[config.mk]
export PLATFORM = sky130hd
export DESIGN_NAME = euclidean_top_k_nearest
export DESIGN_NICKNAME = d
export VERILOG_FILES = /design/src/rtl/etkn_pkg.sv /design/src/rtl/etkn_cell.sv /design/src/rtl/etkn_sqrt.sv /design/src/rtl/euclidean_top_k_nearest.sv
export SDC_FILE = /design/constraint.sdc
export NUM_CORES = 2
export LEC_CHECK = 0
export BUFFER_PORTS_ARGS = -buffer_cell sky130_fd_sc_hd__buf_2
export CAP_MARGIN = 20
export CORE_ASPECT_RATIO = 0.75
export CORE_MARGIN = 2
export CORE_UTILIZATION = 40
export DETAILED_ROUTE_END_ITERATION = 8
export GPL_TIMING_DRIVEN = 0
export PLACE_DENSITY = 0.63
export RECOVER_POWER = 50
export SLEW_MARGIN = 20
export SYNTH_ARGS = -nofsm -noshare
export SYNTH_HDL_FRONTEND = slang
export SYNTH_SLANG_ARGS = --single-unit
[constraint.sdc]
create_clock -name i_clk -period 17 [get_ports i_clk]
set_clock_uncertainty 0.05 [all_clocks]
set_input_delay 0.85 -clock i_clk [delete_from_list [all_inputs] [get_ports i_clk]]
set_output_delay 0.85 -clock i_clk [all_outputs]
set_load 0.005 [all_outputs]
[src/rtl/etkn_pkg.sv]
// Shared constants and types of the top-k nearest neighbor block.
`default_nettype none
package etkn_pkg;

    localparam int KEEP_COUNT = 10;
    localparam int INDEX_BITS = 16;

    localparam int KIDX_W     = (INDEX_BITS < 16) ? INDEX_BITS : 16;
    localparam int SUM_W      = 44;
    localparam int SQ_W       = 32;
    localparam int ROOT_W     = 22;
    localparam int STEP_W     = $clog2(ROOT_W);
    localparam int CNT_W      = $clog2(KEEP_COUNT + 1);
    localparam int CELL_W     = (KEEP_COUNT > 1) ? $clog2(KEEP_COUNT) : 1;
    localparam int IN_DATA_W  = 64;
    localparam int OUT_DATA_W = 40;

    localparam logic [SUM_W-1:0] SUM_MAX = {SUM_W{1'b1}};

    typedef logic [CNT_W-1:0] t_cnt;

    // One kept neighbor: squared distance and candidate index.
    typedef struct packed {
        logic [SUM_W-1:0]  sq_dist;
        logic [KIDX_W-1:0] idx;
    } t_entry;

    // Per-cell control from the list controller.
    typedef struct packed {
        logic insert;
        logic occupied;
        logic free_head;
    } t_cell_ctl;

    typedef enum logic [1:0] {
        ST_ACCEPT,
        ST_WAIT,
        ST_DRAIN,
        ST_ROOT
    } t_state;

endpackage
`default_nettype wire

[src/rtl/etkn_cell.sv]
// One cell of the sorted keep list: compares against the offered entry and shifts.
`default_nettype none
module etkn_cell
    import etkn_pkg::*;
(
    input  wire logic      i_clk,
    input  wire t_cell_ctl i_ctl,
    input  wire t_entry    i_new,
    input  wire t_entry    i_left,
    input  wire logic      i_left_gt,
    output t_entry         o_entry,
    output logic           o_gt
);

    t_entry r_entry;

    // Rank above the offered entry: larger distance, or equal and smaller index
    assign o_gt = i_ctl.occupied &&
                  ((r_entry.sq_dist > i_new.sq_dist) ||
                   ((r_entry.sq_dist == i_new.sq_dist) && (r_entry.idx < i_new.idx)));

    assign o_entry = r_entry;

    // Shift up from the neighbor or take the offered entry at the insertion point
    always_ff @(posedge i_clk) begin
        if (i_ctl.insert && (o_gt || i_ctl.free_head)) begin
            r_entry <= i_left_gt ? i_left : i_new;
        end
    end

endmodule
`default_nettype wire

[src/rtl/etkn_sqrt.sv]
// Bit-serial integer square root, two radicand bits per cycle.
`default_nettype none
module etkn_sqrt
    import etkn_pkg::*;
(
    input  wire logic              i_clk,
    input  wire logic              i_rst_n,
    input  wire logic              i_start,
    input  wire logic [SUM_W-1:0]  i_value,
    output logic                   o_done,
    output logic [ROOT_W-1:0]      o_root
);

    localparam int REM_W = ROOT_W + 2;

    logic                r_busy;
    logic                r_done;
    logic [STEP_W-1:0]   r_step;
    logic [SUM_W-1:0]    r_rad;
    logic [REM_W-1:0]    r_rem;
    logic [ROOT_W-1:0]   r_root;

    logic [REM_W+1:0]    w_cat;
    logic [REM_W+1:0]    w_trial;
    logic                w_fit;
    logic [REM_W+1:0]    w_diff;

    // Trial subtraction of one root bit
    assign w_cat   = {r_rem, r_rad[SUM_W-1 -: 2]};
    assign w_trial = {2'b00, r_root, 2'b01};
    assign w_fit   = (w_cat >= w_trial);
    assign w_diff  = w_cat - w_trial;

    // Control: run ROOT_W steps after start, then hold the result
    always_ff @(posedge i_clk) begin
        if (!i_rst_n) begin
            r_busy <= 1'b0;
            r_done <= 1'b0;
            r_step <= '0;
        end else if (i_start) begin
            r_busy <= 1'b1;
            r_done <= 1'b0;
            r_step <= '0;
        end else if (r_busy) begin
            r_step <= r_step + STEP_W'(1);
            if (r_step == STEP_W'(ROOT_W - 1)) begin
                r_busy <= 1'b0;
                r_done <= 1'b1;
            end
        end
    end

    // Datapath: load the radicand, then advance one digit per cycle
    always_ff @(posedge i_clk) begin
        if (i_start) begin
            r_rad  <= i_value;
            r_rem  <= '0;
            r_root <= '0;
        end else if (r_busy) begin
            r_rad  <= {r_rad[SUM_W-3:0], 2'b00};
            r_rem  <= w_fit ? w_diff[REM_W-1:0] : w_cat[REM_W-1:0];
            r_root <= {r_root[ROOT_W-2:0], w_fit};
        end
    end

    assign o_done = r_done;
    assign o_root = r_root;

endmodule
`default_nettype wire

[src/rtl/euclidean_top_k_nearest.sv]
// Top level of the top-k nearest neighbor block by Euclidean distance.
// Components enter one per cycle while ready; a candidate's sum then enters the keep list.
// A final candidate stops intake until all kept entries are sent, largest distance first.
// After the final candidate, each result waits on its own 22-step square root.
// Synchronous active-low reset clears the running sum, the kept count and all handshakes.
`default_nettype none
module euclidean_top_k_nearest
    import etkn_pkg::*;
(
    input  wire logic                  i_clk,
    input  wire logic                  i_rst_n,
    input  wire logic                  i_s_axis_tvalid,
    output logic                       o_s_axis_tready,
    // query_index[15:0], candidate_index[31:16],
    // query_component[47:32], candidate_component[63:48]
    input  wire logic [IN_DATA_W-1:0]  i_s_axis_tdata,
    input  wire logic                  i_s_axis_tlast,   // last_component
    input  wire logic                  i_s_axis_tuser,   // last_candidate
    output logic                       o_m_axis_tvalid,
    input  wire logic                  i_m_axis_tready,
    // neighbor_index[15:0], distance[37:16], zero[39:38]
    output logic [OUT_DATA_W-1:0]      o_m_axis_tdata,
    output logic                       o_m_axis_tlast    // last
);

    t_state r_state;
    t_state n_state;

    // Input fields
    logic [15:0]        w_qidx;
    logic [15:0]        w_cidx;
    logic [15:0]        w_qc;
    logic [15:0]        w_cc;
    logic               w_in_acc;
    logic               w_self;
    logic signed [16:0] w_diff;

    assign w_qidx   = i_s_axis_tdata[15:0];
    assign w_cidx   = i_s_axis_tdata[31:16];
    assign w_qc     = i_s_axis_tdata[47:32];
    assign w_cc     = i_s_axis_tdata[63:48];
    assign w_in_acc = i_s_axis_tvalid && o_s_axis_tready;
    assign w_self   = (w_qidx[KIDX_W-1:0] == w_cidx[KIDX_W-1:0]);
    assign w_diff   = $signed({w_qc[15], w_qc}) - $signed({w_cc[15], w_cc});

    // Stage 1: difference
    logic               r_s1_valid;
    logic signed [16:0] r_s1_diff;
    logic               r_s1_self;
    logic               r_s1_lcomp;
    logic               r_s1_lcand;
    logic [KIDX_W-1:0]  r_s1_idx;

    always_ff @(posedge i_clk) begin
        if (!i_rst_n) begin
            r_s1_valid <= 1'b0;
        end else begin
            r_s1_valid <= w_in_acc;
        end
    end

    always_ff @(posedge i_clk) begin
        if (w_in_acc) begin
            r_s1_diff  <= w_self ? 17'sd0 : w_diff;
            r_s1_self  <= w_self;
            r_s1_lcomp <= i_s_axis_tlast;
            r_s1_lcand <= i_s_axis_tuser;
            r_s1_idx   <= w_cidx[KIDX_W-1:0];
        end
    end

    // Stage 2: square
    logic signed [33:0] w_prod;
    logic               r_s2_valid;
    logic [SQ_W-1:0]    r_s2_sq;
    logic               r_s2_self;
    logic               r_s2_lcomp;
    logic               r_s2_lcand;
    logic [KIDX_W-1:0]  r_s2_idx;

    assign w_prod = r_s1_diff * r_s1_diff;

    always_ff @(posedge i_clk) begin
        if (!i_rst_n) begin
            r_s2_valid <= 1'b0;
        end else begin
            r_s2_valid <= r_s1_valid;
        end
    end

    always_ff @(posedge i_clk) begin
        if (r_s1_valid) begin
            r_s2_sq    <= w_prod[SQ_W-1:0];
            r_s2_self  <= r_s1_self;
            r_s2_lcomp <= r_s1_lcomp;
            r_s2_lcand <= r_s1_lcand;
            r_s2_idx   <= r_s1_idx;
        end
    end

    // Stage 3: saturating accumulate, offer a non-self candidate on its last component
    logic [SUM_W-1:0] r_sum;
    logic [SUM_W:0]   w_sum_wide;
    logic [SUM_W-1:0] w_sum_sat;
    logic             r_ofr_valid;
    logic             r_ofr_trig;
    t_entry           r_ofr;

    assign w_sum_wide = {1'b0, r_sum} + (SUM_W + 1)'(r_s2_sq);
    assign w_sum_sat  = w_sum_wide[SUM_W] ? SUM_MAX : w_sum_wide[SUM_W-1:0];

    always_ff @(posedge i_clk) begin
        if (!i_rst_n) begin
            r_sum       <= '0;
            r_ofr_valid <= 1'b0;
            r_ofr_trig  <= 1'b0;
        end else begin
            r_ofr_valid <= r_s2_valid && r_s2_lcomp && !r_s2_self;
            r_ofr_trig  <= r_s2_valid && r_s2_lcomp && r_s2_lcand;
            if (r_s2_valid) begin
                r_sum <= r_s2_lcomp ? '0 : w_sum_sat;
            end
        end
    end

    always_ff @(posedge i_clk) begin
        if (r_s2_valid) begin
            r_ofr.sq_dist <= w_sum_sat;
            r_ofr.idx     <= r_s2_idx;
        end
    end

    // Keep list: chain of sorted cells, highest rank at the top occupied cell
    t_cnt   r_count;
    t_entry w_cell [KEEP_COUNT];
    logic   w_gt   [KEEP_COUNT];
    logic   w_full;
    logic   w_insert;

    assign w_full   = (r_count == CNT_W'(KEEP_COUNT));
    assign w_insert = r_ofr_valid &&
                      (!w_full || (r_ofr.sq_dist < w_cell[KEEP_COUNT-1].sq_dist));

    for (genvar g = 0; g < KEEP_COUNT; g++) begin : g_cell
        t_cell_ctl w_ctl;
        t_entry    w_left;
        logic      w_left_gt;

        assign w_ctl.insert    = w_insert;
        assign w_ctl.occupied  = (CNT_W'(g) < r_count);
        assign w_ctl.free_head = (CNT_W'(g) == r_count);

        if (g == 0) begin : g_first
            assign w_left    = r_ofr;
            assign w_left_gt = 1'b0;
        end else begin : g_rest
            assign w_left    = w_cell[g-1];
            assign w_left_gt = w_gt[g-1];
        end

        etkn_cell u_cell (
            .i_clk     (i_clk),
            .i_ctl     (w_ctl),
            .i_new     (r_ofr),
            .i_left    (w_left),
            .i_left_gt (w_left_gt),
            .o_entry   (w_cell[g]),
            .o_gt      (w_gt[g])
        );
    end

    // Drain read: top occupied cell
    t_cnt   w_rd;
    t_entry w_top;

    assign w_rd  = r_count - CNT_W'(1);
    assign w_top = w_cell[w_rd[CELL_W-1:0]];

    // Square root unit
    logic              w_root_start;
    logic              w_root_done;
    logic [ROOT_W-1:0] w_root;

    etkn_sqrt u_sqrt (
        .i_clk   (i_clk),
        .i_rst_n (i_rst_n),
        .i_start (w_root_start),
        .i_value (w_top.sq_dist),
        .o_done  (w_root_done),
        .o_root  (w_root)
    );

    // Next state
    always_comb begin
        n_state = r_state;
        case (r_state)
            ST_ACCEPT: begin
                if (w_in_acc && i_s_axis_tlast && i_s_axis_tuser) begin
                    n_state = ST_WAIT;
                end
            end
            ST_WAIT: begin
                if (r_ofr_trig) begin
                    n_state = ST_DRAIN;
                end
            end
            ST_DRAIN: begin
                n_state = (r_count == '0) ? ST_ACCEPT : ST_ROOT;
            end
            ST_ROOT: begin
                if (w_root_done && (!o_m_axis_tvalid || i_m_axis_tready)) begin
                    n_state = ST_DRAIN;
                end
            end
            default: begin
                n_state = ST_ACCEPT;
            end
        endcase
    end

    always_ff @(posedge i_clk) begin
        if (!i_rst_n) begin
            r_state <= ST_ACCEPT;
        end else begin
            r_state <= n_state;
        end
    end

    // State outputs
    logic w_out_load;

    always_comb begin
        o_s_axis_tready = 1'b0;
        w_root_start    = 1'b0;
        w_out_load      = 1'b0;
        case (r_state)
            ST_ACCEPT: begin
                o_s_axis_tready = 1'b1;
            end
            ST_WAIT: begin
                o_s_axis_tready = 1'b0;
            end
            ST_DRAIN: begin
                w_root_start = (r_count != '0);
            end
            ST_ROOT: begin
                w_out_load = w_root_done && (!o_m_axis_tvalid || i_m_axis_tready);
            end
            default: begin
                o_s_axis_tready = 1'b0;
            end
        endcase
    end

    // Kept count: grow on insert below full, shrink per result sent
    always_ff @(posedge i_clk) begin
        if (!i_rst_n) begin
            r_count <= '0;
        end else if (w_insert && !w_full) begin
            r_count <= r_count + CNT_W'(1);
        end else if (w_out_load) begin
            r_count <= r_count - CNT_W'(1);
        end
    end

    // Hold the index and last flag of the entry under root extraction
    logic [KIDX_W-1:0] r_root_idx;
    logic              r_root_last;

    always_ff @(posedge i_clk) begin
        if (w_root_start) begin
            r_root_idx  <= w_top.idx;
            r_root_last <= (r_count == CNT_W'(1));
        end
    end

    // Output register
    logic              r_out_valid;
    logic [15:0]       r_out_idx;
    logic [ROOT_W-1:0] r_out_dist;
    logic              r_out_last;

    always_ff @(posedge i_clk) begin
        if (!i_rst_n) begin
            r_out_valid <= 1'b0;
        end else if (w_out_load) begin
            r_out_valid <= 1'b1;
        end else if (i_m_axis_tready) begin
            r_out_valid <= 1'b0;
        end
    end

    always_ff @(posedge i_clk) begin
        if (w_out_load) begin
            r_out_idx  <= 16'(r_root_idx);
            r_out_dist <= w_root;
            r_out_last <= r_root_last;
        end
    end

    assign o_m_axis_tvalid = r_out_valid;
    assign o_m_axis_tdata  = {2'b00, r_out_dist, r_out_idx};
    assign o_m_axis_tlast  = r_out_last;

endmodule
`default_nettype wire

==> qor.log <==
INFO  critical_path  cp-start-kind=register
INFO  timing         final_setup_tns=0ns
INFO  synthesis      synth_enable_flop_cells=846
INFO  timing         rsz0062_at_grt=false
INFO  global_routing gr-total-overflow=0
INFO  routing        avgRoutedWirePerCell=24.5um
INFO  routing        routed_wl=200000um
INFO  global_routing largest_net_degree_at_the_start_of_global_routing=52
INFO  final_layout   layout.cells.most_common=sky130_fd_sc_hd__edfxtp_1
INFO  synthesis      yosys_warnings=0
INFO  timing         whs=0.241ns
INFO  synthesis      mappedNetlistArea=68100um^2
INFO  global_routing grt_use_total=22.8%
INFO  routing        ant_nets=0
INFO  timing         timing_worst_slew_pin_value=2.66ns
INFO  critical_path  critical_path.slowest_cell=sky130_fd_sc_hd__clkbuf_1
INFO  routing        routed_vias=47300
INFO  pwr            cellLeakagePower=30.5nW
INFO  routing        drt_drc_violations_left=0
INFO  clock_tree     worstSkewPairLatency=0.76ns
INFO  critical_path  worst_path_dominant_cell_family=buffers and inverters
INFO  clock_tree     clk_pin_slew=0.06ns
INFO  synthesis      synth_flop_cell=sky130_fd_sc_hd__edfxtp_1
INFO  synthesis      async_reset_ff_share=0%
INFO  place          port-buffer-count=109
INFO  floorplan      fp.dieArea=174000um^2
INFO  timing         layout_min_cycle_time=7.80ns
INFO  critical_path  critical_path.endpoint_type=register
INFO  place          detailed_place_hpwl=160000um
INFO  final_layout   layout.area.seq=27600um^2
INFO  clock_tree     cts_buffers=98
INFO  critical_path  internal_reg_to_reg_setup_slack=9.20ns
INFO  min_path       worst_hold_path_type=input port to register
INFO  clock_tree     cts_buffer_depth=3
INFO  global_routing grt_pass1_vias=46600
INFO  global_routing first_pass_grt_wire_length=301000um
INFO  final_layout   multiInputGateArea=37600um^2
INFO  final_layout   flow.area_growth_from_synthesis=10.7%
INFO  clock_tree     cts_max_level=3
INFO  clock_tree     ctsRootBufferMaster=sky130_fd_sc_hd__clkbuf_16
INFO  timing         hold_violations=0
INFO  timing         timing.max_slew.rel_slack=-77.3%
INFO  floorplan      die_w=480um
INFO  final_layout   fin_nets=6906
INFO  critical_path  timing.critical_path.arrival=8.00ns
INFO  place          placedCellCount=7989
INFO  critical_path  timing_worst_setup_path_type=register to register
INFO  floorplan      rows=131
INFO  synthesis      synth_area_per_cell=12.2um^2
INFO  critical_path  timing.critical_path.buf_inv=3
INFO  floorplan      floorplan.die.height=361um
INFO  clock_tree     cts_sink_cnt=954
INFO  global_routing grt_antenna_before_repair=10
INFO  synthesis      synth-seq-cells=954
INFO  synthesis      synth_seq_area_share=40.5%
INFO  place          place.gp.congestion=0.945
INFO  final_layout   filler_cell_count=15500
INFO  synthesis      synthDominantCellAreaShare=37.3%
INFO  critical_path  critPathMaxFanout=41
INFO  timing         max_clock_freq=128MHz
INFO  run_status     violations=max-capacitance violations, max-slew violations
INFO  timing         report.final.setup_viol=0
INFO  critical_path  cp_slowest_stage_delay=1.96ns
INFO  synthesis      yosys-top-cells-area=sky130_fd_sc_hd__edfxtp_1, sky130_fd_sc_hd__ha_1, sky130_fd_sc_hd__fa_1
INFO  final_layout   final_cells=8175
INFO  routing        first_pass_iters=8
INFO  clock_tree     cts.hold.buffers_added=0
INFO  routing        via_per_inst=5.79
INFO  critical_path  worstPathCellList=clkbuf_1 -> inv_1 -> ha_1 -> nand4_1 -> or3_1 -> or4_1 -> nor4_1 -> o2111ai_1 -> a21oi_1 -> o2111a_1 -> clkbuf_1
INFO  pwr            p_per_area=180nW/um^2
INFO  run_status     status=complete, but fails checks
INFO  floorplan      placeable_core_region=170000um^2
INFO  final_layout   finish.utilization=44.4%
INFO  final_layout   mostFrequentLayoutCells=sky130_fd_sc_hd__edfxtp_1, sky130_fd_sc_hd__ha_1, sky130_fd_sc_hd__inv_1, sky130_fd_sc_hd__mux2_1, sky130_fd_sc_hd__a21oi_1
INFO  critical_path  cp.required=17.21ns
INFO  job            maxCapViolCount=8
INFO  synthesis      netlist_instances=5574
INFO  clock_tree     cts.repair.resized=0
INFO  routing        drt_iter0_markers=4887
INFO  synthesis      synth_largest_area_cell=sky130_fd_sc_hd__edfxtp_1
INFO  timing         layout_worst_path_cycle_share=45.9%
INFO  clock_tree     cts_setup_buffers=0
INFO  floorplan      i_o_pin_cnt=113
INFO  clock_tree     tritoncts=done
INFO  floorplan      floorplan.initialDensity=40.2%
INFO  pwr            vdd.ir_drop.worst=0.474mV
INFO  critical_path  cpMostUsedCell=sky130_fd_sc_hd__clkbuf_1
INFO  timing         final_max_slew_viol_count=263
INFO  synthesis      netlist-cell-type-count=93
INFO  final_layout   fraction_of_final_layout_cells_with_drive_strength_greater_than_1=10.6%
==> sequential cells by signal, indices dropped and copies added (netlist names), 4 cells and up <==
name	cells
g_cell.u_cell.o_entry	600
g_cell.w_left	60
r_count	4
r_out_dist	22
r_out_idx	16
r_root_idx	16
r_s1_diff	17
r_s1_idx	16
r_s2_idx	16
r_s2_sq	31
r_sum	44
u_sqrt.o_root	22
u_sqrt.r_rad	44
u_sqrt.r_rem	24
u_sqrt.r_step	5
==> report_power, final <==
part	total, mW	internal (mW)	switching (mW)
Clock	2.22	1.20	1.03
Sequential	3.15	3.09	0.0621
Combinational	8.20	3.56	4.64
==> cells in the mapped netlist, types with 8 or more instances <==
cell type,number
sky130_fd_sc_hd__o221ai_1,46
sky130_fd_sc_hd__o31ai_1,8
sky130_fd_sc_hd__a31oi_1,23
sky130_fd_sc_hd__nor2_1,196
sky130_fd_sc_hd__mux2_2,102
sky130_fd_sc_hd__o211ai_1,27
sky130_fd_sc_hd__a211oi_1,37
sky130_fd_sc_hd__xor2_1,46
sky130_fd_sc_hd__o21ai_0,124
sky130_fd_sc_hd__buf_1,17
sky130_fd_sc_hd__buf_4,14
sky130_fd_sc_hd__mux2_4,54
sky130_fd_sc_hd__a22o_1,31
sky130_fd_sc_hd__nor2b_1,66
sky130_fd_sc_hd__xnor2_1,87
sky130_fd_sc_hd__buf_6,13
sky130_fd_sc_hd__clkbuf_1,165
sky130_fd_sc_hd__o21a_1,69
sky130_fd_sc_hd__nand2b_1,44
sky130_fd_sc_hd__mux4_2,120
sky130_fd_sc_hd__nor3_1,43
sky130_fd_sc_hd__dfxtp_1,108
sky130_fd_sc_hd__o21ai_1,27
sky130_fd_sc_hd__and3_1,28
sky130_fd_sc_hd__nand3_1,56
sky130_fd_sc_hd__a21o_1,215
sky130_fd_sc_hd__and2_1,68
sky130_fd_sc_hd__and4_1,8
sky130_fd_sc_hd__ha_1,749
sky130_fd_sc_hd__a2111oi_0,9
sky130_fd_sc_hd__nand4_1,130
sky130_fd_sc_hd__nor4_1,17
sky130_fd_sc_hd__o21bai_1,12
sky130_fd_sc_hd__o22ai_1,21
sky130_fd_sc_hd__buf_2,43
sky130_fd_sc_hd__mux2i_1,156
sky130_fd_sc_hd__mux2_1,386
sky130_fd_sc_hd__nand2_1,231
sky130_fd_sc_hd__edfxtp_1,846
sky130_fd_sc_hd__a21oi_1,272
sky130_fd_sc_hd__fa_1,258
sky130_fd_sc_hd__inv_1,488
==> logic make-up after synthesis <==
family | share of synthesized area, %
adder cells (fa/ha/maj) | 21.3
AO/OA/AOI/OAI | 9.68
flip-flops | 40.5
AND/OR/NAND/NOR | 6.88
multiplexers | 15.5
buffers and inverters | 4.39
XOR/XNOR | 1.71
other | 0.00551
==> per-stage QoR <==
stage | area (um^2) | total power [mW] | worst slack, ns
global placement | 71500 | 11.3 | 4.57
finish | 75400 | 13.6 | 9.20
detailed placement | 72500 | 11.4 | 9.41
CTS | 75700 | 13.7 | 9.41
global route | 75400 | 15.0 | 9.00
floorplan | 68100 | 9.64 | 10.04
==> area by class of cell <==
type / instances / share of cell area [%]
flip-flops and latches: 954 / 36.6
multi-input cells: 3879 / 49.9
repair buffers: 154 / 1.56
plain buffers: 252 / 1.42
diodes: 2 / 0.00664
inverters: 490 / 2.44
well taps: 2261 / 3.75
clock inverters: 66 / 0.906
clock buffers: 117 / 3.43
==> final timing paths <==
kind | start | endpoint | cells past startpoint
max | g_cell[0].w_left[20] | g_cell[9].u_cell.o_entry[43] | 11
min | i_s_axis_tlast | r_s1_lcomp | 1
max reg2reg | g_cell[0].w_left[20] | g_cell[9].u_cell.o_entry[43] | 11
min reg2reg | r_s2_self | r_ofr_valid | 1
==> per-layer routing <==
metal  share of wire [%]  global-route usage (%)  vias up
li1                    -                       -    21300
met1                  48                    35.6    23700
met2                  40                    31.7     2013
met3                  10                    5.23      278
met4                 2.4                    5.19        8
met5               0.025                       0        -
Power figures use the tool's default switching activity.
